$ cat src/esp_ctl_pkg.sv
// Package: register indexes, reset values and widths for the wheel speed regulator.
package esp_ctl_pkg;

    localparam int NUM_REGS = 8;
    localparam int CFG_IDX_W = 3;
    localparam int CFG_DATA_W = 20;

    localparam logic [CFG_IDX_W-1:0] REG_TARGET_ONE = 3'd0;
    localparam logic [CFG_IDX_W-1:0] REG_TARGET_TWO = 3'd1;
    localparam logic [CFG_IDX_W-1:0] REG_GAIN       = 3'd2;
    localparam logic [CFG_IDX_W-1:0] REG_PERIOD     = 3'd3;
    localparam logic [CFG_IDX_W-1:0] REG_DISTANCE   = 3'd4;
    localparam logic [CFG_IDX_W-1:0] REG_HOLES      = 3'd5;
    localparam logic [CFG_IDX_W-1:0] REG_MAX_SPEED  = 3'd6;
    localparam logic [CFG_IDX_W-1:0] REG_PWM_MOD    = 3'd7;

    localparam logic [9:0]  RST_TARGET    = 10'd10;
    localparam logic [7:0]  RST_GAIN      = 8'd15;
    localparam logic [15:0] RST_PERIOD    = 16'd60000;
    localparam logic [19:0] RST_DISTANCE  = 20'd20106;
    localparam logic [6:0]  RST_HOLES     = 7'd8;
    localparam logic [15:0] RST_MAX_SPEED = 16'd500;
    localparam logic [15:0] RST_PWM_MOD   = 16'd1000;

    localparam logic [15:0] SPEED_SAT = 16'hFFFF;

    localparam int DEF_MOTOR_CHANNELS = 2;
    localparam int DEF_TIMER_BITS = 16;
    localparam int DEF_OVERFLOW_BITS = 8;

endpackage

$ cat src/encoder_speed_p_controller.sv
// Top level: two-channel encoder period speed measurement with proportional duty control.
//  channel  | signals                                             | direction
//  s_       | s_valid s_ready s_command s_motor s_encoder_level   | request in
//           | s_timer_count                                       |
//  m_       | m_valid m_ready m_motor_out m_measured_speed m_duty | request out
//           | m_divide_fault                                      |
//  cfg_     | cfg_valid cfg_ready cfg_index cfg_data              | register write
// Ticks and non-rising samples are handled in S_IDLE. A rising edge runs through one shared
// restoring divider, one quotient bit per cycle, two to four times.
// s_ready is high only while idle.
// Reset (aresetn low, synchronous) loads register defaults and clears all channel state.
// A result waits in the output register while m_ready is low; a later result stalls in S_OUT until it is taken.
module encoder_speed_p_controller #(
    parameter int MOTOR_CHANNELS = esp_ctl_pkg::DEF_MOTOR_CHANNELS,
    parameter int TIMER_BITS     = esp_ctl_pkg::DEF_TIMER_BITS,
    parameter int OVERFLOW_BITS  = esp_ctl_pkg::DEF_OVERFLOW_BITS
) (
    input  logic                                aclk,
    input  logic                                aresetn,
    input  logic                                s_valid,
    output logic                                s_ready,
    input  logic                                s_command,
    input  logic                                s_motor,
    input  logic                                s_encoder_level,
    input  logic [15:0]                         s_timer_count,
    output logic                                m_valid,
    input  logic                                m_ready,
    output logic                                m_motor_out,
    output logic [15:0]                         m_measured_speed,
    output logic [15:0]                         m_duty,
    output logic                                m_divide_fault,
    input  logic                                cfg_valid,
    output logic                                cfg_ready,
    input  logic [esp_ctl_pkg::CFG_IDX_W-1:0]   cfg_index,
    input  logic [esp_ctl_pkg::CFG_DATA_W-1:0]  cfg_data
);
    import esp_ctl_pkg::*;

    localparam int IDX_W  = (MOTOR_CHANNELS > 1) ? $clog2(MOTOR_CHANNELS) : 1;
    localparam int PO_W   = 16 + OVERFLOW_BITS;
    localparam int TK_W   = ((PO_W > TIMER_BITS) ? PO_W : TIMER_BITS) + 2;
    localparam int DIV_W  = (TK_W + 4 > 32) ? TK_W + 4 : 32;
    localparam int TURN_W = DIV_W + 7;
    localparam int RW     = DIV_W + 8;
    localparam int CNT_W  = $clog2(DIV_W + 1);
    localparam int CMD_W  = 27;
    localparam int C100_W = 34;
    localparam logic [OVERFLOW_BITS-1:0] OVF_MAX = {OVERFLOW_BITS{1'b1}};

    typedef enum logic [10:0] {
        S_IDLE  = 11'b00000000001,
        S_PROD  = 11'b00000000010,
        S_ELAP  = 11'b00000000100,
        S_DIV   = 11'b00000001000,
        S_TURN  = 11'b00000010000,
        S_SPD   = 11'b00000100000,
        S_ERR   = 11'b00001000000,
        S_LIM   = 11'b00010000000,
        S_CLAMP = 11'b00100000000,
        S_DMUL  = 11'b01000000000,
        S_OUT   = 11'b10000000000
    } state_t;

    typedef enum logic [1:0] {
        RET_MS    = 2'd0,
        RET_SPEED = 2'd1,
        RET_LIM   = 2'd2,
        RET_DUTY  = 2'd3
    } div_ret_t;

    state_t   state_reg;
    div_ret_t ret_reg;

    logic [9:0]  tgt1_reg, tgt2_reg;
    logic [7:0]  gain_reg;
    logic [15:0] period_reg, maxs_reg, pwm_reg;
    logic [19:0] dist_reg;
    logic [6:0]  holes_reg;

    logic                     prev_reg [MOTOR_CHANNELS];
    logic [TIMER_BITS-1:0]    last_reg [MOTOR_CHANNELS];
    logic [OVERFLOW_BITS-1:0] ovf_reg  [MOTOR_CHANNELS];

    logic [IDX_W-1:0]         idx_reg;
    logic                     motor_reg;
    logic [TIMER_BITS-1:0]    tc_reg;
    logic [PO_W-1:0]          po_reg;
    logic [TURN_W-1:0]        turn_reg;
    logic [15:0]              speed_reg;
    logic                     fault_reg;
    logic signed [CMD_W-1:0]  cmd_reg;
    logic signed [C100_W-1:0] c100_reg;
    logic [22:0]              hi_reg, lo_reg;
    logic [15:0]              cmdc_reg;
    logic [31:0]              prod_reg;
    logic [15:0]              duty_reg;

    logic [DIV_W-1:0] q_reg;
    logic [RW-1:0]    rem_reg, dvs_reg;
    logic [CNT_W-1:0] cnt_reg;

    logic                m_valid_reg, m_motor_reg, m_fault_reg;
    logic [15:0]         m_speed_reg, m_duty_reg;

    logic [15:0]           period, maxs;
    logic [IDX_W-1:0]      s_idx;
    logic                  s_in_range;
    logic [TIMER_BITS-1:0] s_tc;
    logic signed [TK_W-1:0] ticks;
    logic [TK_W-1:0]       ticks_pos;
    logic [DIV_W-1:0]      ms_dividend;
    logic [RW-1:0]         r2;
    logic                  r_ge;
    logic signed [17:0]    diff;
    logic [9:0]            target;
    logic                  out_free;

    assign period     = (period_reg == 16'd0) ? 16'd1 : period_reg;
    assign maxs       = (maxs_reg == 16'd0) ? 16'd1 : maxs_reg;
    assign s_idx      = IDX_W'(s_motor);
    assign s_in_range = (32'(s_motor) < MOTOR_CHANNELS);
    assign s_tc       = TIMER_BITS'(s_timer_count);
    assign out_free   = !m_valid_reg || m_ready;

    always_comb begin
        ticks = $signed(TK_W'(tc_reg)) + $signed(TK_W'(po_reg)) - $signed(TK_W'(last_reg[idx_reg]));
        ticks_pos = (ticks < 0) ? '0 : TK_W'(ticks);
        ms_dividend = (DIV_W'(ticks_pos) << 3) + (DIV_W'(ticks_pos) << 1);
        r2 = {rem_reg[RW-2:0], q_reg[DIV_W-1]};
        r_ge = (r2 >= dvs_reg);
        target = motor_reg ? tgt2_reg : tgt1_reg;
        diff = $signed({8'b0, target}) - $signed({2'b0, speed_reg});
    end

    assign s_ready   = (state_reg == S_IDLE);
    assign cfg_ready = 1'b1;

    // configuration
    always_ff @(posedge aclk) begin
        if (!aresetn) begin
            tgt1_reg   <= RST_TARGET;
            tgt2_reg   <= RST_TARGET;
            gain_reg   <= RST_GAIN;
            period_reg <= RST_PERIOD;
            dist_reg   <= RST_DISTANCE;
            holes_reg  <= RST_HOLES;
            maxs_reg   <= RST_MAX_SPEED;
            pwm_reg    <= RST_PWM_MOD;
        end else if (cfg_valid) begin
            case (cfg_index)
                REG_TARGET_ONE: tgt1_reg   <= cfg_data[9:0];
                REG_TARGET_TWO: tgt2_reg   <= cfg_data[9:0];
                REG_GAIN:       gain_reg   <= cfg_data[7:0];
                REG_PERIOD:     period_reg <= cfg_data[15:0];
                REG_DISTANCE:   dist_reg   <= cfg_data;
                REG_HOLES:      holes_reg  <= cfg_data[6:0];
                REG_MAX_SPEED:  maxs_reg   <= cfg_data[15:0];
                REG_PWM_MOD:    pwm_reg    <= cfg_data[15:0];
                default: ;
            endcase
        end
    end

    // sequencer, channel state and shared divider
    always_ff @(posedge aclk) begin
        if (!aresetn) begin
            state_reg   <= S_IDLE;
            ret_reg     <= RET_MS;
            m_valid_reg <= 1'b0;
            cnt_reg     <= '0;
            for (int i = 0; i < MOTOR_CHANNELS; i++) begin
                prev_reg[i] <= 1'b0;
                last_reg[i] <= '0;
                ovf_reg[i]  <= '0;
            end
        end else begin
            if (m_valid_reg && m_ready && (state_reg != S_OUT)) begin
                m_valid_reg <= 1'b0;
            end
            case (state_reg)
                S_IDLE: begin
                    if (s_valid) begin
                        if (!s_command) begin
                            for (int i = 0; i < MOTOR_CHANNELS; i++) begin
                                if (ovf_reg[i] != OVF_MAX) begin
                                    ovf_reg[i] <= ovf_reg[i] + 1'b1;
                                end
                            end
                        end else if (s_in_range) begin
                            prev_reg[s_idx] <= s_encoder_level;
                            if (!prev_reg[s_idx] && s_encoder_level) begin
                                idx_reg   <= s_idx;
                                motor_reg <= s_motor;
                                tc_reg    <= s_tc;
                                state_reg <= S_PROD;
                            end
                        end
                    end
                end
                S_PROD: begin
                    po_reg    <= PO_W'(period) * PO_W'(ovf_reg[idx_reg]);
                    state_reg <= S_ELAP;
                end
                S_ELAP: begin
                    last_reg[idx_reg] <= tc_reg;
                    ovf_reg[idx_reg]  <= '0;
                    q_reg     <= ms_dividend;
                    rem_reg   <= '0;
                    dvs_reg   <= RW'(period);
                    cnt_reg   <= CNT_W'(DIV_W);
                    ret_reg   <= RET_MS;
                    state_reg <= S_DIV;
                end
                S_DIV: begin
                    if (cnt_reg != '0) begin
                        rem_reg <= r_ge ? (r2 - dvs_reg) : r2;
                        q_reg   <= {q_reg[DIV_W-2:0], r_ge};
                        cnt_reg <= cnt_reg - 1'b1;
                    end else begin
                        case (ret_reg)
                            RET_MS: state_reg <= S_TURN;
                            RET_SPEED: begin
                                speed_reg <= (q_reg > DIV_W'(SPEED_SAT)) ? SPEED_SAT : q_reg[15:0];
                                fault_reg <= 1'b0;
                                state_reg <= S_ERR;
                            end
                            RET_LIM: begin
                                cmdc_reg  <= q_reg[15:0];
                                state_reg <= S_DMUL;
                            end
                            default: begin
                                duty_reg  <= q_reg[15:0];
                                state_reg <= S_OUT;
                            end
                        endcase
                    end
                end
                S_TURN: begin
                    turn_reg  <= TURN_W'(holes_reg) * TURN_W'(q_reg);
                    state_reg <= S_SPD;
                end
                S_SPD: begin
                    if (turn_reg == '0) begin
                        speed_reg <= SPEED_SAT;
                        fault_reg <= 1'b1;
                        state_reg <= S_ERR;
                    end else begin
                        q_reg     <= DIV_W'(dist_reg);
                        rem_reg   <= '0;
                        dvs_reg   <= RW'(turn_reg);
                        cnt_reg   <= CNT_W'(DIV_W);
                        ret_reg   <= RET_SPEED;
                        state_reg <= S_DIV;
                    end
                end
                S_ERR: begin
                    cmd_reg   <= CMD_W'($signed({1'b0, gain_reg})) * CMD_W'(diff);
                    state_reg <= S_LIM;
                end
                S_LIM: begin
                    c100_reg  <= C100_W'(cmd_reg) * 34'sd100;
                    hi_reg    <= 23'(maxs) * 23'd95;
                    lo_reg    <= 23'(maxs) * 23'd5;
                    state_reg <= S_CLAMP;
                end
                S_CLAMP: begin
                    if (c100_reg > $signed({11'b0, hi_reg})) begin
                        q_reg     <= DIV_W'(hi_reg);
                        rem_reg   <= '0;
                        dvs_reg   <= RW'(100);
                        cnt_reg   <= CNT_W'(DIV_W);
                        ret_reg   <= RET_LIM;
                        state_reg <= S_DIV;
                    end else if (c100_reg < $signed({11'b0, lo_reg})) begin
                        q_reg     <= DIV_W'(lo_reg);
                        rem_reg   <= '0;
                        dvs_reg   <= RW'(100);
                        cnt_reg   <= CNT_W'(DIV_W);
                        ret_reg   <= RET_LIM;
                        state_reg <= S_DIV;
                    end else begin
                        cmdc_reg  <= cmd_reg[15:0];
                        state_reg <= S_DMUL;
                    end
                end
                S_DMUL: begin
                    prod_reg <= 32'(cmdc_reg) * 32'(pwm_reg);
                    // second pass starts the duty divide
                    if (ret_reg == RET_DUTY) begin
                        q_reg     <= DIV_W'(prod_reg);
                        rem_reg   <= '0;
                        dvs_reg   <= RW'(maxs);
                        cnt_reg   <= CNT_W'(DIV_W);
                        state_reg <= S_DIV;
                    end else begin
                        ret_reg <= RET_DUTY;
                    end
                end
                S_OUT: begin
                    if (out_free) begin
                        m_valid_reg <= 1'b1;
                        m_motor_reg <= motor_reg;
                        m_speed_reg <= speed_reg;
                        m_duty_reg  <= duty_reg;
                        m_fault_reg <= fault_reg;
                        state_reg   <= S_IDLE;
                    end
                end
                default: state_reg <= S_IDLE;
            endcase
        end
    end

    assign m_valid          = m_valid_reg;
    assign m_motor_out      = m_motor_reg;
    assign m_measured_speed = m_speed_reg;
    assign m_duty           = m_duty_reg;
    assign m_divide_fault   = m_fault_reg;

    a_state_onehot: assert property (@(posedge aclk) disable iff (!aresetn)
        $onehot(state_reg))
        else $error("sequencer state not one-hot");

    a_out_load: assert property (@(posedge aclk) disable iff (!aresetn)
        (state_reg == S_OUT && out_free) |=> (m_valid && state_reg == S_IDLE))
        else $error("result not loaded");

    a_fault_sat: assert property (@(posedge aclk) disable iff (!aresetn)
        (m_valid && m_divide_fault) |-> (m_measured_speed == SPEED_SAT))
        else $error("divide fault without saturated speed");

    a_busy_no_accept: assert property (@(posedge aclk) disable iff (!aresetn)
        (state_reg == S_DIV) |-> !s_ready)
        else $error("request accepted while dividing");

endmodule

$ cat config.mk
export PLATFORM = sky130hd
export DESIGN_NAME = encoder_speed_p_controller
export DESIGN_NICKNAME = d
export VERILOG_FILES = /design/src/esp_ctl_pkg.sv /design/src/encoder_speed_p_controller.sv
export SDC_FILE = /design/constraint.sdc
export NUM_CORES = 2
export LEC_CHECK = 0
export BUFFER_PORTS_ARGS = -buffer_cell sky130_fd_sc_hd__buf_2
export CORE_UTILIZATION = 45
export CTS_BUF_LIST = sky130_fd_sc_hd__clkbuf_16
export DETAILED_ROUTE_END_ITERATION = 16
export GPL_TIMING_DRIVEN = 1
export PLACE_DENSITY = 0.7
export SLEW_MARGIN = 10
export SYNTH_ARGS = -nofsm -noshare
export SYNTH_HDL_FRONTEND = slang
export SYNTH_SLANG_ARGS = --single-unit
$ cat constraint.sdc
create_clock -name aclk -period 9.4 [get_ports aclk]
set_input_delay 1.41 -clock aclk [delete_from_list [all_inputs] [get_ports aclk]]
set_output_delay 1.41 -clock aclk [all_outputs]
set_load 0.05 [all_outputs]
After elaboration in Yosys (flattened, before gate mapping)
Memories as Yosys holds them, arrays and structs flattened. A register that Yosys moved wholly into a read port is not among the register bits.
Cells that the tools add are included.
Operators by class
  add/subtract/negate cells: 8
  $mul: 7
  div/mod/pow operators: 0
  magnitude comparators: 5
  equal/unequal tests: 39
  shifts and indexed selects: 0
  mux-type cells: 95
  bitwise logic cells: 4
  reduce and logical (&&, ||, !) cells: 43
Operators with widths (number)
  $mux W39: 6
  $pmux W39 S5: 1
  $mux W16: 11
  $mux W32: 5
  $mux W40: 4
  $pmux W32 S5: 1
  $pmux W40 S4: 1
  $pmux W11 S11: 1
  $mux W11: 6
  $pmux W16 S2: 2
  $ge A40 B40 Y1: 1
  $logic_not A39 Y1: 1
  $mul A7 B32 Y39: 1
  $sub A39 B39 Y39: 1
  $mux W1: 36
  $gt A34 B24 Y1: 1
  $lt A34 B20 Y1: 1
  $pmux W11 S3: 1
  $gt A32 B16 Y1 const B: 1
  $logic_not A16 Y1: 2
  $mul A16 B16 Y32: 1
  $mul A26 B6 Y32 const B: 1
  $add A29 B27 Y30: 1
  $mux W10: 3
  other kinds (59): 111
Storage, ports and cells
  bits in registers: 529
  bits in latches: 0
  memory bits (writable): 50
  bits in read-only memories: 0
  bits of input ports: 47
  output and inout port bits: 37
  memories: 3
Memory list
  last_reg: depth 2, bits a word 16, rd ports 1, clocked after Yosys merged registers in 1, write ports 2, line encoder_speed_p_controller.sv:81  | logic [TIMER_BITS-1:0] last_reg [MOTOR_CHANNELS];
  ovf_reg: depth 2, bits a word 8, rd ports 3, clocked after Yosys merged registers in 1, write ports 2, line encoder_speed_p_controller.sv:82  | logic [OVERFLOW_BITS-1:0] ovf_reg [MOTOR_CHANNELS];
  prev_reg: depth 2, bits a word 1, rd ports 1, clocked after Yosys merged registers in 0, write ports 2, line encoder_speed_p_controller.sv:80  | logic prev_reg [MOTOR_CHANNELS];

Longest topological paths before layout
An unclocked memory read counts as a cell.
  depth in word-level cells: 10
  mapped depth: 33
  depth with buffers taken out: 31

Worst setup path before layout
No wires, ideal clock.
  kind: reg-to-reg
  from: reg motor_reg
  to: reg cmd_reg[25] (netlist name)
  library setup time: 0.259 ns
  arrival time: 7.925 ns
  setup slack: 1.215 ns
  stages on the path, launching flop included: 33
  path through: edfxtp_1 > clkbuf_1 > clkbuf_1 > mux2_2 > ha_1 > nor2b_1 > o21ai_0 > a21boi_0 > o21ai_0 > a21boi_0 > o21a_1 > o21ai_1 > nor2_1 > a311oi_1 > nand2_1 > fa_1 > inv_1 > fa_1 > fa_1 > inv_1 > fa_1 > inv_1 > ha_1 > a211oi_1 > o211ai_1 > a41oi_1 > o21ai_0 > a21oi_1 > o21ai_0 > and4_1 > a2111oi_2 > a21oi_1 > xnor2_1
On the way
  word-level cells in the longest chain between the ends: 3
RTL lines
  start: declaration: line encoder_speed_p_controller.sv:85  | logic motor_reg;
  start signal: assignment: line encoder_speed_p_controller.sv:193  | motor_reg <= s_motor;
  $mux W10: line encoder_speed_p_controller.sv:131  | target = motor_reg ? tgt2_reg : tgt1_reg;
  $sub A10 B16 Y17: line encoder_speed_p_controller.sv:132  | diff = $signed({8'b0, target}) - $signed({2'b0, speed_reg});
  $mul A9 B17 Y26: line encoder_speed_p_controller.sv:257  | cmd_reg <= CMD_W'($signed({1'b0, gain_reg})) * CMD_W'(diff);
No other way between the ends.
A chain may end at the register's enable or synchronous reset.

Worst setup path after layout
  from: reg motor_reg
  to: reg cmd_reg[25] (netlist name)
On the way
  word-level cells in the longest chain between the ends: 3
RTL lines (line)
  $mux W10: encoder_speed_p_controller.sv:131
  $sub A10 B16 Y17: encoder_speed_p_controller.sv:132
  $mul A9 B17 Y26: encoder_speed_p_controller.sv:257
No other way between the ends.

==> metrics.txt <==
TritonRoute pass-1 iters=9; RSZ-0062 raised after global routing=false; min Tclk post-route=8.764 ns; Cells after Synth=approximately 6100; Metal-1 WL=between 60 and 70 mm; Slew Limit Fails=0; Worst Max-Slew Pin Slew=1.285 ns; routed length per instance=about 20 µm; Die H=about 360 µm; CTS Buf Count=70; critical path's largest stage delay=around 0.58 ns; area grow syn2layout=7.602%; drt drc=0; area share of the leading cell type in the synthesized netlist=0.2259; # rows=between 100 and 150; worst setup path class=register to register; root buf cell=clkbuf_16; Sink Count=578; synth top area cells=edfxtp_1 23%, fa_1 22%, ha_1 12%, inv_1 6.8%, nand2_1 5.5%; Worst setup SP type=register; io pins=84; clock skew=0.03597 ns; Layout Utilization=0.4885; MaxCap Viol Count=0; Primary FF master, synth=edfxtp_1; final hold vios=0; largest net degree at the start of global routing=between 80 and 90; post-synth cell types=86; CP arrival=approximately 9.2 ns; nets=roughly 7300; IO buf count=around 80; Post-Synthesis Mean Instance Area=approximately 9.5 µm²; gr ovfl total=0; Net Count, Synth=7354; Post-synth EDFFs=roughly 440; core area=127700 µm²; gr usage total=0.2415; fmax=roughly 110 MHz; DR top layer=met4; Slew Limit Headroom=0.1405; CP Max Fanout=6; Leak=slightly below 30 nW; register area=between 15000 and 20000 µm²; Worst Setup End Kind=register; ys async rst share=0; dpl hpwl=120.1 mm; initial antenna violation count=10; CTS Buffer Depth=3; H-Tree Depth=3; Final setup violation count=0; die area=around 130000 µm²; CTS tree=yes; antenna-violating nets left=0; Via density=between 5 and 6; area of the multi-input gates=roughly 37000 µm²; final period utilization=0.9323; GPL Wtd Cong=approximately 0.94; most common cell in the netlist=inv_1; mapped cell area=between 50000 and 60000 µm²; Synth top cells by count=1050 x inv_1, 852 x nand2_1, 633 x fa_1, 548 x ha_1, 436 x edfxtp_1; Worst Path Required=roughly 10 ns; worst skew pair latency=0.69 ns; CTS clk-pin slew, worst paths=approximately 0.060 ns; status=complete, no violations; layout cells sized above 1=0.05362; Crit-path slowest cell=edfxtp_1; maximum vdd ir drop=between 0.0001 and 0.00015 V; first-pass GRT wire length=between 200 and 250 mm; TNS Setup=0 ns; fillcell total=about 12000; Ys Warns=0; Hold Crit Class=register to register; power per cell area=127.1 nW/µm²; worst hold margin=around 0.46 ns; sequential element share of the synthesized area=0.2749; Synth Register Bits=roughly 580; Synth area leader=edfxtp_1; Total Routed Length=between 150 and 200 mm; Iter 0 DRT Violations=~3700; Die Width=approximately 360 µm; Initial Utilization=0.4540; vias in the first global route=44009; via count=approximately 43000; WL met3=~13 mm; DR WL met2=~71 mm
cell usage in the layout, fill, tap and decap left out, types with 37 or more instances in the layout:
cell	synthesis	routed
fa_1	633	633
and3_1	67	66
dfxtp_1	142	142
and2_1	292	292
clkbuf_16	0	70
xor2_1	75	75
nand2_1	852	852
a211oi_1	37	37
nand3_1	87	86
buf_2	10	82
edfxtp_1	436	436
nor2b_1	52	52
ha_1	548	548
nor3_1	50	43
xnor2_1	176	176
o21ai_0	147	147
mux2i_1	46	46
buf_4	1	49
inv_1	1050	1056
a21oi_1	311	311
a21o_1	113	113
nand2b_1	53	53
nor2_1	255	252
through the flow:
step	power [mW]	area, µm²	cells	setup WS [ns]
final	7.928	62370	7820	0.6363
after global routing	8.350	62370	7818	0.005828
after CTS	7.952	62350	7814	0.5886
after detailed placement	5.178	60000	7685	0.6214
after global placement	5.138	60000	7685	0.7532
after floorplan	4.614	57970	6126	1.215
layout make-up:
cell class,instances,area share
multi-input cells,4265,0.5977
repair buffers,131,0.01248
diodes,4,0.0001605
inverters,1051,0.06327
flip-flops and latches,578,0.2555
well taps,1662,0.03334
clock inverters,59,0.009528
clock buffers,70,0.02808
final timing paths:
check / slack [ns] / end / depth (start not counted) / start
setup reg to reg: 0.64 / cmd_reg[25] / 30 / motor_reg
hold reg to reg: 0.46 / m_measured_speed[8] / 0 / speed_reg[8]
hold / removal: 0.46 / m_measured_speed[8] / 0 / speed_reg[8]
setup / recovery: 0.64 / cmd_reg[25] / 30 / motor_reg
metal layers:
layer | up-vias | track usage
met5 | - | 0
met2 | 1796 | 0.3917
met4 | 0 | 0.1071
met3 | 358 | 0.03586
met1 | 21321 | 0.3202
li1 | 19937 | -
critical path, delay by kind of cell, from the launching register on:
family          cells  cell delay (ns)
simple gates        4             0.61
xor+xnor            1             0.15
mux                 1             0.39
compound gates     15             3.94
fa+ha+maj           6             2.65
buf+inv             3             0.16
flops               1             0.58
cell families after synthesis:
| family | share of synthesized area |
|---|---|
| xor+xnor | 0.03792 |
| flops | 0.2749 |
| mux | 0.01416 |
| other cells | 0.00006469 |
| buf+inv | 0.08364 |
| fa+ha+maj | 0.3369 |
| simple gates | 0.1515 |
| compound gates | 0.1009 |
power by group:
group | internal (mW) | total, mW | switching (mW)
clock | 1.56 | 2.78 | 1.22
sequential | 2.86 | 2.90 | 0.0387
combinational | 0.923 | 2.25 | 1.33
total | 5.34 | 7.93 | 2.59
repair_timing:
item                                   CTS  global route
setup endpoints to repair                0             2
hold buffers                             0             0
gates resized for setup                  0             0
endpoints found under the hold margin    0             0
buffers inserted                         0             2
(Power assumes the default switching activity.)
